### config.mk
export PLATFORM = sky130hd
export DESIGN_NAME = c_escape_sequence_decoder_unit
export DESIGN_NICKNAME = d
export VERILOG_FILES = /design/src/design/cesd_pkg.sv /design/src/design/c_escape_sequence_decoder_unit.sv
export VERILOG_INCLUDE_DIRS = /design/src /design/src/design
export SDC_FILE = /design/constraint.sdc
export NUM_CORES = 1
export LEC_CHECK = 0
export BUFFER_PORTS_ARGS = -buffer_cell sky130_fd_sc_hd__buf_2
export CAP_MARGIN = 5
export CELL_PAD_IN_SITES_DETAIL_PLACEMENT = 1
export CELL_PAD_IN_SITES_GLOBAL_PLACEMENT = 2
export CORE_MARGIN = 4
export CORE_UTILIZATION = 31
export DETAILED_ROUTE_END_ITERATION = 16
export PLACE_DENSITY = 0.71
export SLEW_MARGIN = 20
export SYNTH_ARGS = -nofsm -noshare
export SYNTH_HDL_FRONTEND = slang
export SYNTH_SLANG_ARGS = --single-unit
### constraint.sdc
create_clock -name clk -period 6.8 [get_ports clk]
set_input_delay 1.36 -clock clk [delete_from_list [all_inputs] [get_ports clk]]
set_output_delay 1.36 -clock clk [all_outputs]
set_load 0.01 [all_outputs]
### src/design/assert_macros.svh
// Assertion macros used by the RTL file of the escape decoder.
// Needs a clock named clk and a reset named rst in the including module.
`ifndef ASSERT_MACROS_SVH
`define ASSERT_MACROS_SVH

// Check a property on every rising clock edge outside reset.
`define ASSERT_CLK(label, prop, msg) \
  label: assert property (@(posedge clk) disable iff (rst) (prop)) else $error(msg);

// Check that an expression is never true outside reset.
`define ASSERT_NEVER(label, expr, msg) \
  label: assert property (@(posedge clk) disable iff (rst) !(expr)) else $error(msg);

`endif

### src/design/cesd_pkg.sv
// Types, character codes and helpers for the C escape sequence decoder.
// No dependencies; used by c_escape_sequence_decoder_unit.
`default_nettype none

package cesd_pkg;

  // Saturation limit of the running output byte count.
  localparam int MAX_OUT = 4096;
  localparam int OCNT_W  = $clog2(MAX_OUT + 1);

  // Result slots produced by one character, at most.
  localparam int SLOTS = 3;

  typedef enum logic [1:0] {
    MODE_NORMAL = 2'd0,
    MODE_ESCAPE = 2'd1,
    MODE_HEX    = 2'd2,
    MODE_OCTAL  = 2'd3
  } mode_t;

  typedef enum logic [1:0] {
    ACT_EMIT    = 2'd0,
    ACT_RETRACT = 2'd1,
    ACT_TERM    = 2'd2
  } action_t;

  // Source characters with a meaning of their own.
  localparam logic [7:0] CH_BSL   = 8'h5C;
  localparam logic [7:0] CH_DQ    = 8'h22;
  localparam logic [7:0] CH_N     = 8'h6E;
  localparam logic [7:0] CH_T     = 8'h74;
  localparam logic [7:0] CH_R     = 8'h72;
  localparam logic [7:0] CH_B     = 8'h62;
  localparam logic [7:0] CH_X     = 8'h78;
  localparam logic [4:0] OCT_HI   = 5'b00110;  // upper bits of '0'..'7'
  localparam logic [7:0] BYTE_LF  = 8'h0A;
  localparam logic [7:0] BYTE_TAB = 8'h09;

  // Events that one character raises, in the order they are reported.
  typedef struct packed {
    logic       num_emit;   // close an open number, emit its value
    logic       chr_emit;   // emit chr_byte
    logic [7:0] chr_byte;
    logic       retract;    // retract previous byte
    logic       flush;      // number still open at end of string
    logic       term;       // terminator
  } ev_t;

  // Hex digit decode: bit 4 is the valid flag, bits 3:0 the value.
  function automatic logic [4:0] hex_val(input logic [7:0] c);
    logic [4:0] r;
    r = 5'd0;
    if (c >= 8'h30 && c <= 8'h39) begin
      r = {1'b1, c[3:0]};
    end else if ((c >= 8'h61 && c <= 8'h66) || (c >= 8'h41 && c <= 8'h46)) begin
      r = {1'b1, c[3:0] + 4'd9};
    end
    return r;
  endfunction

endpackage

`default_nettype wire

### src/design/c_escape_sequence_decoder_unit.sv
// C escape sequence decoder: one source character in, up to three results out.
// Depends on cesd_pkg and assert_macros.svh.
//
//   channel | signals                                  | direction
//   --------+------------------------------------------+----------
//   input   | in_valid, in_stall, in_char, last_char   | in
//   output  | out_valid, out_stall, action, out_byte,  | out
//           | last_of_run                              |
//
// Flow: a character is held in the input register, then is decoded in one
// pass into a three-slot result buffer. One character per cycle is sustained
// while each gives at most one result and out_stall is low; a character with
// more results holds the buffer until each has gone, one transfer per cycle.
// Reset (rst, synchronous) empties both registers and returns the decoder to
// normal mode with a zero number and a zero count.
// Stalls: out_stall holds the buffer; the input register still takes one
// character, and in_stall rises only while that character cannot advance.
`default_nettype none

`include "assert_macros.svh"

module c_escape_sequence_decoder_unit (
  input  wire logic       clk,
  input  wire logic       rst,
  input  wire logic       in_valid,
  output logic            in_stall,
  input  wire logic [7:0] in_char,
  input  wire logic       last_char,
  output logic            out_valid,
  input  wire logic       out_stall,
  output logic [1:0]      action,
  output logic [7:0]      out_byte,
  output logic            last_of_run
);

  // Input register.
  logic       in_full;
  logic [7:0] ir_char;
  logic       ir_last;

  // Decoder state.
  cesd_pkg::mode_t           mode, mode_next;
  logic [7:0]                numv, numv_next;
  logic [cesd_pkg::OCNT_W-1:0] ocnt, ocnt_next;

  // Result buffer: filled in one pass, drained from slot 0 upward.
  cesd_pkg::action_t slot_act  [cesd_pkg::SLOTS];
  logic [7:0]        slot_byte [cesd_pkg::SLOTS];
  logic [1:0]        cnt;
  logic [1:0]        rd_idx;

  // Combinational decode results.
  cesd_pkg::ev_t     ev;
  logic [7:0]        numv_upd;   // number after this character, before end clear
  cesd_pkg::action_t new_act  [cesd_pkg::SLOTS];
  logic [7:0]        new_byte [cesd_pkg::SLOTS];
  logic [1:0]        new_cnt;

  logic in_xfer;
  logic out_xfer;
  logic last_slot;
  logic advance;

  assign out_valid = (cnt != 2'd0);
  assign out_xfer  = out_valid && !out_stall;
  assign last_slot = (rd_idx == cnt - 2'd1);

  // Advance the held character once the buffer is empty or frees this cycle.
  assign advance  = in_full && ((cnt == 2'd0) || (out_xfer && last_slot));
  assign in_stall = in_full && !advance;
  assign in_xfer  = in_valid && !in_stall;

  // Next decoder mode and number, plus the events this character raises.
  always_comb begin
    cesd_pkg::mode_t m;
    logic [7:0]      nv;
    logic [4:0]      hv;
    m  = mode;
    nv = numv;
    hv = cesd_pkg::hex_val(ir_char);
    ev = '0;
    ev.chr_byte = ir_char;
    unique case (mode)
      cesd_pkg::MODE_NORMAL: begin
        if (ir_char == cesd_pkg::CH_BSL) begin
          m = cesd_pkg::MODE_ESCAPE;
        end else begin
          ev.chr_emit = 1'b1;
        end
      end
      cesd_pkg::MODE_ESCAPE: begin
        m = cesd_pkg::MODE_NORMAL;
        unique case (ir_char)
          cesd_pkg::CH_DQ, cesd_pkg::CH_BSL: begin
            ev.chr_emit = 1'b1;
          end
          cesd_pkg::CH_N: begin
            ev.chr_emit = 1'b1;
            ev.chr_byte = cesd_pkg::BYTE_LF;
          end
          cesd_pkg::CH_T: begin
            ev.chr_emit = 1'b1;
            ev.chr_byte = cesd_pkg::BYTE_TAB;
          end
          cesd_pkg::CH_R: begin
          end
          cesd_pkg::CH_B: begin
            ev.retract = (ocnt != '0);
          end
          cesd_pkg::CH_X: begin
            m  = cesd_pkg::MODE_HEX;
            nv = 8'd0;
          end
          default: begin
            if (ir_char[7:3] == cesd_pkg::OCT_HI) begin
              m  = cesd_pkg::MODE_OCTAL;
              nv = {5'd0, ir_char[2:0]};
            end else begin
              ev.chr_emit = 1'b1;  // unknown escape keeps the character
            end
          end
        endcase
      end
      cesd_pkg::MODE_HEX, cesd_pkg::MODE_OCTAL: begin
        if (mode == cesd_pkg::MODE_HEX && hv[4]) begin
          nv = {numv[3:0], hv[3:0]};
        end else if (mode == cesd_pkg::MODE_OCTAL && ir_char[7:3] == cesd_pkg::OCT_HI) begin
          nv = {numv[4:0], ir_char[2:0]};
        end else begin
          // Close the number, then treat the character as in normal mode.
          ev.num_emit = 1'b1;
          m = cesd_pkg::MODE_NORMAL;
          if (ir_char == cesd_pkg::CH_BSL) begin
            m = cesd_pkg::MODE_ESCAPE;
          end else begin
            ev.chr_emit = 1'b1;
          end
        end
      end
      default: begin
      end
    endcase
    ev.flush = ir_last && (m == cesd_pkg::MODE_HEX || m == cesd_pkg::MODE_OCTAL);
    ev.term  = ir_last;
    numv_upd  = nv;
    mode_next = ir_last ? cesd_pkg::MODE_NORMAL : m;
    numv_next = ir_last ? 8'd0 : nv;
  end

  // Pack the events into result slots in report order.
  always_comb begin
    logic [1:0] k;
    k = 2'd0;
    for (int i = 0; i < cesd_pkg::SLOTS; i++) begin
      new_act[i]  = cesd_pkg::ACT_EMIT;
      new_byte[i] = 8'd0;
    end
    if (ev.num_emit) begin
      new_act[k]  = cesd_pkg::ACT_EMIT;
      new_byte[k] = numv;
      k = k + 2'd1;
    end
    if (ev.chr_emit) begin
      new_act[k]  = cesd_pkg::ACT_EMIT;
      new_byte[k] = ev.chr_byte;
      k = k + 2'd1;
    end
    if (ev.retract) begin
      new_act[k]  = cesd_pkg::ACT_RETRACT;
      new_byte[k] = 8'd0;
      k = k + 2'd1;
    end
    // The flushed value is the number after this character, before reset.
    if (ev.flush) begin
      new_act[k]  = cesd_pkg::ACT_EMIT;
      new_byte[k] = numv_upd;
      k = k + 2'd1;
    end
    if (ev.term) begin
      new_act[k]  = cesd_pkg::ACT_TERM;
      new_byte[k] = 8'd0;
      k = k + 2'd1;
    end
    new_cnt = k;
  end

  // Running byte count: saturate on emit, drop on retract, clear at the end.
  always_comb begin
    ocnt_next = ocnt;
    for (int i = 0; i < cesd_pkg::SLOTS; i++) begin
      if (2'(i) < new_cnt) begin
        if (new_act[i] == cesd_pkg::ACT_EMIT) begin
          if (ocnt_next < cesd_pkg::OCNT_W'(cesd_pkg::MAX_OUT)) begin
            ocnt_next = ocnt_next + 1'b1;
          end
        end else if (new_act[i] == cesd_pkg::ACT_RETRACT) begin
          ocnt_next = ocnt_next - 1'b1;
        end
      end
    end
    if (ir_last) begin
      ocnt_next = '0;
    end
  end

  // Input register.
  always_ff @(posedge clk) begin
    if (rst) begin
      in_full <= 1'b0;
    end else if (in_xfer) begin
      in_full <= 1'b1;
    end else if (advance) begin
      in_full <= 1'b0;
    end
  end

  always_ff @(posedge clk) begin
    if (in_xfer) begin
      ir_char <= in_char;
      ir_last <= last_char;
    end
  end

  // Decoder state advances with the held character.
  always_ff @(posedge clk) begin
    if (rst) begin
      mode <= cesd_pkg::MODE_NORMAL;
      numv <= 8'd0;
      ocnt <= '0;
    end else if (advance) begin
      mode <= mode_next;
      numv <= numv_next;
      ocnt <= ocnt_next;
    end
  end

  // Result buffer control.
  always_ff @(posedge clk) begin
    if (rst) begin
      cnt    <= 2'd0;
      rd_idx <= 2'd0;
    end else if (advance) begin
      cnt    <= new_cnt;
      rd_idx <= 2'd0;
    end else if (out_xfer) begin
      if (last_slot) begin
        cnt    <= 2'd0;
        rd_idx <= 2'd0;
      end else begin
        rd_idx <= rd_idx + 2'd1;
      end
    end
  end

  always_ff @(posedge clk) begin
    if (advance) begin
      for (int i = 0; i < cesd_pkg::SLOTS; i++) begin
        slot_act[i]  <= new_act[i];
        slot_byte[i] <= new_byte[i];
      end
    end
  end

  // Present the slot under the read index.
  always_comb begin
    unique case (rd_idx)
      2'd1: begin
        action   = slot_act[1];
        out_byte = slot_byte[1];
      end
      2'd2: begin
        action   = slot_act[2];
        out_byte = slot_byte[2];
      end
      default: begin
        action   = slot_act[0];
        out_byte = slot_byte[0];
      end
    endcase
    last_of_run = last_slot;
  end

  `ASSERT_CLK(a_rd_in_range, out_valid |-> (rd_idx < cnt), "read index beyond filled slots")
  `ASSERT_CLK(a_term_last, (out_valid && action == cesd_pkg::ACT_TERM) |-> last_of_run,
              "terminator not last result of its character")
  `ASSERT_CLK(a_zero_byte, (out_valid && action != cesd_pkg::ACT_EMIT) |-> (out_byte == 8'd0),
              "nonzero byte on retract or terminator")
  `ASSERT_NEVER(a_stall_empty, in_stall && !in_full, "input stalled with empty register")

endmodule

`default_nettype wire

## Yosys cells after proc, flatten, opt, wreduce, memory -nomap -nowiden

Memories as Yosys holds them, arrays and structs flattened.
Index checks and enable logic that the tools add are counted.

| word-level totals | value |
|---|---|
| flip-flop bits (word level) | 37 |
| memories | 2 |
| output and inout port bits | 13 |
| logic and storage cells | 190 |
| RAM bits | 30 |

| cells by class | value |
|---|---|
| eq/ne operators | 19 |
| add/subtract/negate cells | 13 |
| $lt $le $gt $ge | 20 |
| bitwise operators | 13 |
| muxes and demuxes | 78 |
| reductions and logical operators | 37 |

Memory list:

| memory | depth | bits a word | rd ports | clocked after Yosys merged registers in | wr ports | RTL line | RTL |
|---|---|---|---|---|---|---|---|
| slot_byte | 3 | 8 | 3 | 0 | 3 | c_escape_sequence_decoder_unit.sv:48 | `logic [7:0] slot_byte [cesd_pkg::SLOTS];` |
| slot_act | 3 | 2 | 3 | 0 | 3 | c_escape_sequence_decoder_unit.sv:47 | `cesd_pkg::action_t slot_act [cesd_pkg::SLOTS];` |

Operators with widths:

| operator | count |
|---|---|
| 2-to-1 mux 13 bit | 13 |
| 2-to-1 mux 24 bit | 4 |
| 2-to-1 mux 8 bit | 9 |
| demux 8 bit (select 2 bit) | 4 |
| one-hot mux 8 bit (2 select lines) | 4 |
| bitwise AND 24 bit | 2 |
| bitwise mux 24 bit | 2 |
| equality test 8 x 7 -> 1 bit, second input constant | 6 |
| NOT 24 bit | 2 |
| adder 13 x 1 -> 13 bit, second input constant | 3 |
| < comparator 13 bit, second input constant | 3 |
| subtractor 13 x 1 -> 13 bit, second input constant | 3 |
| 2-to-1 mux 2 bit | 18 |
| >= comparator 8 x 7 -> 1 bit, second input constant | 2 |
| less-or-equal comparator 8 x 7 -> 1 bit, second input constant | 2 |
| logical AND 1 bit | 15 |
| 2-to-1 mux 5 bit | 3 |
| nonzero test 13 bit | 1 |
| demux 2 bit (select 2 bit) | 3 |
| >= comparator 3 bit, second input constant | 4 |
| < comparator 3 x 1 -> 1 bit, second input constant | 4 |
| 2-to-1 mux 6 bit | 2 |
| NOT 2 -> 3 bit | 4 |
| adder 2 x 1 -> 2 bit, second input constant | 5 |
| 31 further kinds | 62 |

## Logic depth before layout (Yosys ltp)

Gate-level depths: netlist of the first run.

| depth | value |
|---|---|
| depth in word-level cells | 36 |
| gate-level depth with buffers | 36 |

## Worst setup path before layout of the first run

Ideal clock, no wire load.

| timing | value |
|---|---|
| kind | reg2reg |
| start point | register ir_char[0] |
| end point | register ocnt[12] in the netlist's numbering |
| arrival time | 7.012 ns |
| path slack | -0.336 ns |
| data required time | 6.675 ns |
| stages on the path, launching flop included | 36 |
| library setup time | 0.125 ns |
| buffers on the path | 1 |
| period minus slack after synthesis | 7.136 ns |
| path through | edfxtp_1 > inv_1 > ha_1 > inv_1 > o311a_1 > nand3_1 > nand2_1 > nor2_1 > inv_1 > a21oi_1 > o21bai_1 > ha_1 > inv_1 > nand3_1 > nand2_1 > ha_1 > nor2_1 > nor2_1 > ha_1 > nand2b_1 > o21ai_0 > a21oi_4 > buf_6 > o21ai_2 > nand2_1 > ha_1 > nand2_1 > nor4_1 > o211ai_1 > o211a_1 > nor4_2 > o221ai_2 > or4_4 > nor4_4 > mux2i_1 > a31oi_1 |

| between the ends | value |
|---|---|
| word-level cells in the longest chain between the ends | 36 |
| elaborated cells on any way between the ends | 103 |
| classes of those cells | add/sub (8); order compare (17); eq/ne (12); mux (42); bitwise (8); reduce/logical (16) |

Ends and longest elaborated chain:

| item | RTL line | RTL |
|---|---|---|
| start, declared | c_escape_sequence_decoder_unit.sv:38 | `logic [7:0] ir_char;` |
| start signal, assigned | c_escape_sequence_decoder_unit.sv:219 | `ir_char <= in_char;` |
| >= comparator 8 x 7 -> 1 bit / less-or-equal comparator 8 x 7 -> 1 bit (equally long branches) | cesd_pkg.sv:55 | `end else if ((c >= 8'h61 && c <= 8'h66) \|\| (c >= 8'h41 && c <= 8'h46)) begin` |
| logical AND 1 bit | cesd_pkg.sv:55 |  |
| logical OR 1 bit | cesd_pkg.sv:55 |  |
| 2-to-1 mux 5 bit | cesd_pkg.sv:55 |  |
| 2-to-1 mux 5 bit | cesd_pkg.sv:53 | `if (c >= 8'h30 && c <= 8'h39) begin` |
| logical AND 1 bit | c_escape_sequence_decoder_unit.sv:125 | `if (mode == cesd_pkg::MODE_HEX && hv[4]) begin` |
| 2-to-1 mux 2 bit | c_escape_sequence_decoder_unit.sv:125 |  |
| 2-to-1 mux 1 bit | c_escape_sequence_decoder_unit.sv:83 | `unique case (mode)` |
| [... 20 more ...] | n/a |  |
| 2-to-1 mux 13 bit (on tied branches) | c_escape_sequence_decoder_unit.sv:196, c_escape_sequence_decoder_unit.sv:193 |  |
| 2-to-1 mux 13 bit | c_escape_sequence_decoder_unit.sv:192 | `if (new_act[i] == cesd_pkg::ACT_EMIT) begin` |
| 2-to-1 mux 13 bit | c_escape_sequence_decoder_unit.sv:191 | `if (2'(i) < new_cnt) begin` |
| subtractor 13 x 1 -> 13 bit, or another cell as far along | c_escape_sequence_decoder_unit.sv:197 | `ocnt_next = ocnt_next - 1'b1;` |
| 2-to-1 mux 13 bit (on tied branches) | c_escape_sequence_decoder_unit.sv:196, c_escape_sequence_decoder_unit.sv:193 |  |
| 2-to-1 mux 13 bit | c_escape_sequence_decoder_unit.sv:192 |  |
| 2-to-1 mux 13 bit (*) | c_escape_sequence_decoder_unit.sv:191 |  |
| 2-to-1 mux 13 bit (*) | c_escape_sequence_decoder_unit.sv:201 | `if (ir_last) begin` |
| end signal, assigned | c_escape_sequence_decoder_unit.sv:233 | `ocnt <= ocnt_next;` |
| end, declared | c_escape_sequence_decoder_unit.sv:44 | `logic [cesd_pkg::OCNT_W-1:0] ocnt, ocnt_next;` |

Mark *: on every way between the ends. The rest lies on a longest branch, timed or not.
A chain may end at the register's enable or synchronous reset.

## Worst setup path after layout of the first run

| timing | value |
|---|---|
| start point | register ir_char[0] |
| end point | register ocnt[11] in the netlist's numbering |

The elaborated chain is that of the path after synthesis.

==> results.toml, run 1 <==
[route]
vias_per_cell = 5.87
wl_um = 23500
drtAntennaViolNets = 0
vias = 6449
firstDrtPassIters = 5
drtIter0Drc = 393
wl_per_cell_um = 21.4
drc = 0

[worst_setup_path]
reg2reg_slack_ns = 0.30
crit_end = "ocnt[11]"
startpoint = "ir_char[0]"
critical_path_required_ns = 7.03
path_class = "flop to flop"
slowest_delay_ns = 0.58
rr_worst_depth = 30
reg2reg_to = "ocnt[11]"
crit_fanout = 20
cp_slowest_cell = "or4_1"
startpoint_type = "flop"
arrival_ns = 6.73
r2r-start = "ir_char[0]"
cp-end-kind = "flop"

[cts]
cts_tree = "done"
clk_latency_ns = 0.35
h-tree-depth = 3
clk_pin_slew_ns = 0.06
cts_hold_buf = 0
cts.path.max_buffers = 2
clock-sinks = 67
root_buffer = "clkbuf_16"
cts_made_buffers = 9

[hold_path]
hp-class = "flop to flop"

[die]
coreArea_mm2 = 0.0195
start_util_pct = 31.5
die_x_um = 149
ios = 26
die_area_mm2 = 0.0221
dieHeight_um = 149
rows = 51

[power]
power.density_mw_per_mm2 = 156
leakage_nw = 2.68
ir_drop_mv = 0.116

[global_route]
grt_pass1_wl_um = 36700
antenna_found_initial = 0
grt-ovfl-total = 0
grt_usage_pct = 21.0
grt_pass1_vias = 6460
grt_max_degree = 37

[sta]
fin_crit_sh_pct = 95.6
skew_ns = 0.0141
hold_slack_ns = 0.509
max_freq_mhz = 154
maxSlewHeadroom_pct = 24.7
finalWorstSetupSlack_ns = 0.297
fin_crit_ns = 6.50
tightest_slew_ns = 1.13
hold_violations = 0
slew_viol_final = 0
setup_violations = 0

[yosys]
synth_edf_count = 39
synthAdderAreaFrac_pct = 4.49
synth_top_area_share_pct = 19.1
synthMuxAreaShare_pct = 1.67
synth_simple_gate_area_share_pct = 30.7
ys_async_sr_fraction_pct = 0
synth_ff_type = "edfxtp_1"
synth_area_per_cell_um2 = 7.86
ys_ff_latch = 67
synth_top_family_by_area = "simple AND/OR/NAND/NOR gates"
ys_seq_area_share_pct = 28.2
synth_compound_area_share_pct = 26.6
synth.most_common_cell = "nand2_1"
syn_nets = 816
syn_area_mm2 = 0.00614
ys_types = 92
syn_inst = 781
yosys.area_share.xor_xnor_pct = 2.98
yosysWarnings = 0
synthTopCellsByArea = "edfxtp_1 19%, dfxtp_1 9.1%, nand2_1 5.6%"
synthDominantAreaCellType = "edfxtp_1"
synth_commonest_cells = "92 x nand2_1, 86 x nor2_1, 49 x o21ai_0"

[cells_and_area]
final_cells = 1098
fin_area_mm2 = 0.00752
drive_above_1_share_pct = 21.8
diodes = 0
fill_cells = 2318
final_core_util_pct = 38.7
fin_nets = 863
syn2layout_area_growth_pct = 22.6

[outcome]
status = "finished, final reports clean"

[place]
hpwlAfterDp_um = 17600
place_inst = 1073
placed_area_mm2 = 0.00677
io_buffer_count = 25
dp_slack_ns = -0.261
gp_congestion = 0.951

[flow_run]
drv_cap = 0
==> logic make-up (layout without fill, tap and decap cells) <==
family	after synthesis	in the layout
flip-flops	67	67
buffers and inverters	82	134
multiplexers	10	10
adder cells (fa/ha/maj)	22	22
AO/OA/AOI/OAI	220	220
XOR/XNOR	20	20
AND/OR/NAND/NOR	360	360
==> registers in the layout, indices dropped and copies added, names as in the netlist, 2 cells and up <==
register / cells
rd_idx: 2
ir_char: 8
numv: 8
cnt: 2
mode: 2
slot_act: 6
slot_byte: 24
ocnt: 13
==> layout by cell type, fill, tap and decap left out, types with 6 or more instances in the layout <==
cell type / netlist / final
a211oi_1: 8 / 7
nor2_1: 86 / 84
nor2b_1: 8 / 7
and2_1: 8 / 8
a21oi_1: 37 / 34
buf_2: 6 / 25
or3_1: 7 / 6
nor4_1: 13 / 7
or2_2: 6 / 6
dfxtp_1: 28 / 28
nor3_2: 2 / 8
a221oi_1: 6 / 6
mux2i_1: 8 / 8
xnor2_1: 12 / 12
o211ai_1: 12 / 12
clkbuf_16: 0 / 9
nand2b_1: 8 / 8
xor2_1: 7 / 7
nand4_1: 12 / 12
nand2_1: 92 / 90
buf_4: 0 / 54
nor4_4: 2 / 6
and3_1: 12 / 12
a22oi_1: 22 / 21
or4_1: 12 / 12
a31oi_1: 6 / 6
nand3_1: 28 / 26
edfxtp_1: 39 / 39
nor3_1: 35 / 27
ha_1: 22 / 20
o21ai_0: 49 / 46
inv_1: 35 / 32
==> power breakdown <==
group	internal [mW]	switching, mW
sequential	0.444	0.00699
combinational	0.0616	0.118
clock	0.329	0.215
total	0.835	0.340
==> per-stage QoR <==
step,TNS (ns),power [mW]
2_1_floorplan,0,0.561
3_3_place_gp,0,0.617
3_5_place_dp,-0.872,0.623
4_1_cts,0,1.17
5_1_grt,-0.231,1.22
6_report,0,1.17
==> layout make-up <==
class | count | area [µm²] | area share [%]
multi-input cells | 632 | 4430 | 58.8
flip-flops and latches | 67 | 1730 | 23.0
repair buffers | 81 | 562 | 7.47
well taps | 265 | 332 | 4.41
clock buffers | 9 | 225 | 2.99
inverters | 37 | 141 | 1.88
clock inverters | 7 | 106 | 1.41
==> timing repair <==
item                                   4_1_cts  5_1_grt
resized for setup                            8       58
endpoints found under the hold margin        0        0
setup buffers                                0        9
setup endpoints to repair                    7       13
pin swaps                                    0        9
==> per-layer routing <==
layer	part of all wire (%)	vias to the layer above	GRT usage, %	routed length, µm
li1	-	3035	-	-
met1	50	3244	31.5	11600
met2	45	151	32.0	10500
met3	4.6	19	3.47	1080
met4	1.1	0	4.11	269
met5	0	-	0	0
==> worst min path at each step <==
stage	cells after the start	endpoint	startpoint	slack, ns
after floorplan	2	cnt[1]	cnt[1]	0.47
after global placement	2	cnt[1]	cnt[1]	0.49
after detailed placement	2	cnt[1]	cnt[1]	0.51
after CTS	2	numv[5]	numv[5]	0.52
after global routing	2	numv[5]	numv[5]	0.53
final	2	cnt[1]	cnt[1]	0.51
==> critical path, delay by kind of cell (launching register included) <==
family / cells / cell delay (ns)
flops: 1 / 0.42
compound gates: 9 / 1.92
fa+ha+maj: 4 / 0.98
mux: 1 / 0.23
simple gates: 11 / 2.21
xor+xnor: 1 / 0.20
buf+inv: 4 / 0.41
Power figures use the tool's default switching activity.
==> run 2, diff against run 1 <==
Settings changed: MAX_ROUTING_LAYER from default to met4.
==> run 2 against run 1 <==
  * Setup slack improved by 0.020 ns
  * Largest power group unchanged
  * Routed wire length grew 1.5%
  * Critical endpoint is now ocnt[12]
  * Largest cell class unchanged
  * Flip-flop and latch count is the same
  * Critical path type unchanged
==> results.toml, run 2 (synthesized netlist as in run 1, its figures left out) <==
[route]
drtIter0Drc = 510
firstDrtPassIters = 6
drtAntennaViolNets = 0
vias = 6535
wl_per_cell_um = 21.4
vias_per_cell = 5.86
wl_um = 23900
drc = 0

[hold_path]
hp-class = "flop to flop"
hold_end = "cnt[1]"
hold_path_startpoint = "cnt[1]"
holdPathStages = 2

[worst_setup_path]
reg2reg_slack_ns = 0.32
critical_path_required_ns = 7.02
r2r-start = "ir_char[0]"
reg2reg_to = "ocnt[12]"
arrival_ns = 6.71
rr_worst_depth = 30
cp_slowest_cell = "or4_1"
cp-end-kind = "flop"
startpoint_type = "flop"
path_class = "flop to flop"
crit_fanout = 6
slowest_delay_ns = 0.56

[cells_and_area]
drive_above_1_share_pct = 24.1
largest_reg_flops = 24
fin_area_mm2 = 0.00766
most-common-layout-cells = "90 x nand2_1, 83 x nor2_1, 70 x buf_4, 44 x o21ai_0, 39 x edfxtp_1"
fin_nets = 881
layout_commonest_cell = "nand2_1"
largest_register = "slot_byte"
final_core_util_pct = 39.3
diodes = 0
syn2layout_area_growth_pct = 24.8
largestRegisters = "slot_byte: 24 flops, ocnt: 13 flops"

[global_route]
antenna_found_initial = 0
grt_usage_pct = 21.9
grt-ovfl-total = 0
grt_pass1_vias = 6602
grt_pass1_wl_um = 37400
grt_max_degree = 37

[sta]
fin_crit_ns = 6.48
setup_violations = 0
hold_violations = 0
maxSlewHeadroom_pct = 20.5
slew_viol_final = 0
skew_ns = 0.0136
tightest_slew_ns = 1.19
finalWorstSetupSlack_ns = 0.316
tns_ns = 0
fin_crit_sh_pct = 95.4
max_freq_mhz = 154
hold_slack_ns = 0.525

[cts]
root_buffer = "clkbuf_16"
clk_latency_ns = 0.35
cts.path.max_buffers = 2
clk_pin_slew_ns = 0.07
cts_made_buffers = 9
clock-sinks = 67
h-tree-depth = 3
cts_tree = "done"

[power]
ir_drop_mv = 0.115
leakage_nw = 2.79
power.density_mw_per_mm2 = 149

[place]
gp_congestion = 0.920
placed_area_mm2 = 0.00679
io_buffer_count = 25
dp_slack_ns = -0.293
hpwlAfterDp_um = 17800

[die]
rows = 51
dieHeight_um = 149
die_area_mm2 = 0.0221
die_x_um = 149
coreArea_mm2 = 0.0195
start_util_pct = 31.5
ios = 26

[outcome]
status = "finished, final reports clean"

[flow_run]
drv_cap = 0
run 2: cell types whose count changed in the layout (fill, tap and decap cells not counted), moves of 2 or more:
| cell | change |
|---|---|
| ha_1 | -2 |
| o21ai_0 | -2 |
| nor4_1 | +2 |
| buf_4 | +16 |
| nor4_4 | -2 |
| o21ai_1 | +2 |
| inv_2 | +2 |
| a211oi_2 | +2 |
| nand3_2 | +2 |
| ha_2 | +2 |
run 2: layer usage:
layer  vias up  wire, µm  global-route usage [%]
met5         -         0                       -
met4         0       291                    3.88
met3        22      1140                    2.65
met2       187     10800                    33.4
met1      3271     11600                    31.7
li1       3055         -                       -
run 2: stage by stage:
| step | instances | power, mW |
|---|---|---|
| after floorplan | 781 | 0.561 |
| final | 1116 | 1.14 |
| after CTS | 1094 | 1.14 |
| after detailed placement | 1076 | 0.624 |
| after global routing | 1116 | 1.19 |
| after global placement | 1076 | 0.619 |
run 2: how the worst max path moves through the flow:
stage	startpoint	endpoint	slack (ns)	depth (start not counted)
finish	ir_char[0]	ocnt[12]	0.32	30
global route	ir_char[0]	ocnt[11]	-0.09	33
CTS	ir_char[0]	ocnt[12]	0.01	30
detailed placement	ir_char[0]	ocnt[11]	-0.29	31
global placement	ir_char[0]	ocnt[12]	-0.06	31
floorplan	ir_char[5]	ocnt[12]	0.02	33
run 2: layout make-up:
type / count / area (µm²)
Multi-Input combinational cell: 632 / 4430
Clock buffer: 9 / 225
Tap cell: 265 / 332
Inverter: 37 / 139
Timing Repair Buffer: 99 / 722
Fill cell: 2339 / 11800
Clock inverter: 7 / 81.3
Sequential cell: 67 / 1730
run 2: power by group:
part	internal [mW]	leakage, nW	switching, mW
Combinational	0.0659	2.03	0.117
Clock	0.291	0.153	0.218
Sequential	0.444	0.602	0.00786
run 2: worst max-delay path: cells and delay by family, from the launching register on:
family                     cells  cell delay [ns]
buffers and inverters          4             0.39
and+or+nand+nor               11             2.32
DFF                            1             0.43
AOI/OAI and AO/OA              9             1.81
muxes                          1             0.21
adders and majority gates      4             1.01
xor gates and xnor gates       1             0.19
run 2: repair_timing:
action / 4_1_cts / 5_1_grt
endpoints found under the hold margin: 0 / 0
gates resized for setup: 13 / 59
pin swaps: 4 / 15
setup endpoints to repair: 7 / 13
cloned: 0 / 1
hold buffers: 0 / 0
setup buffers: 2 / 21
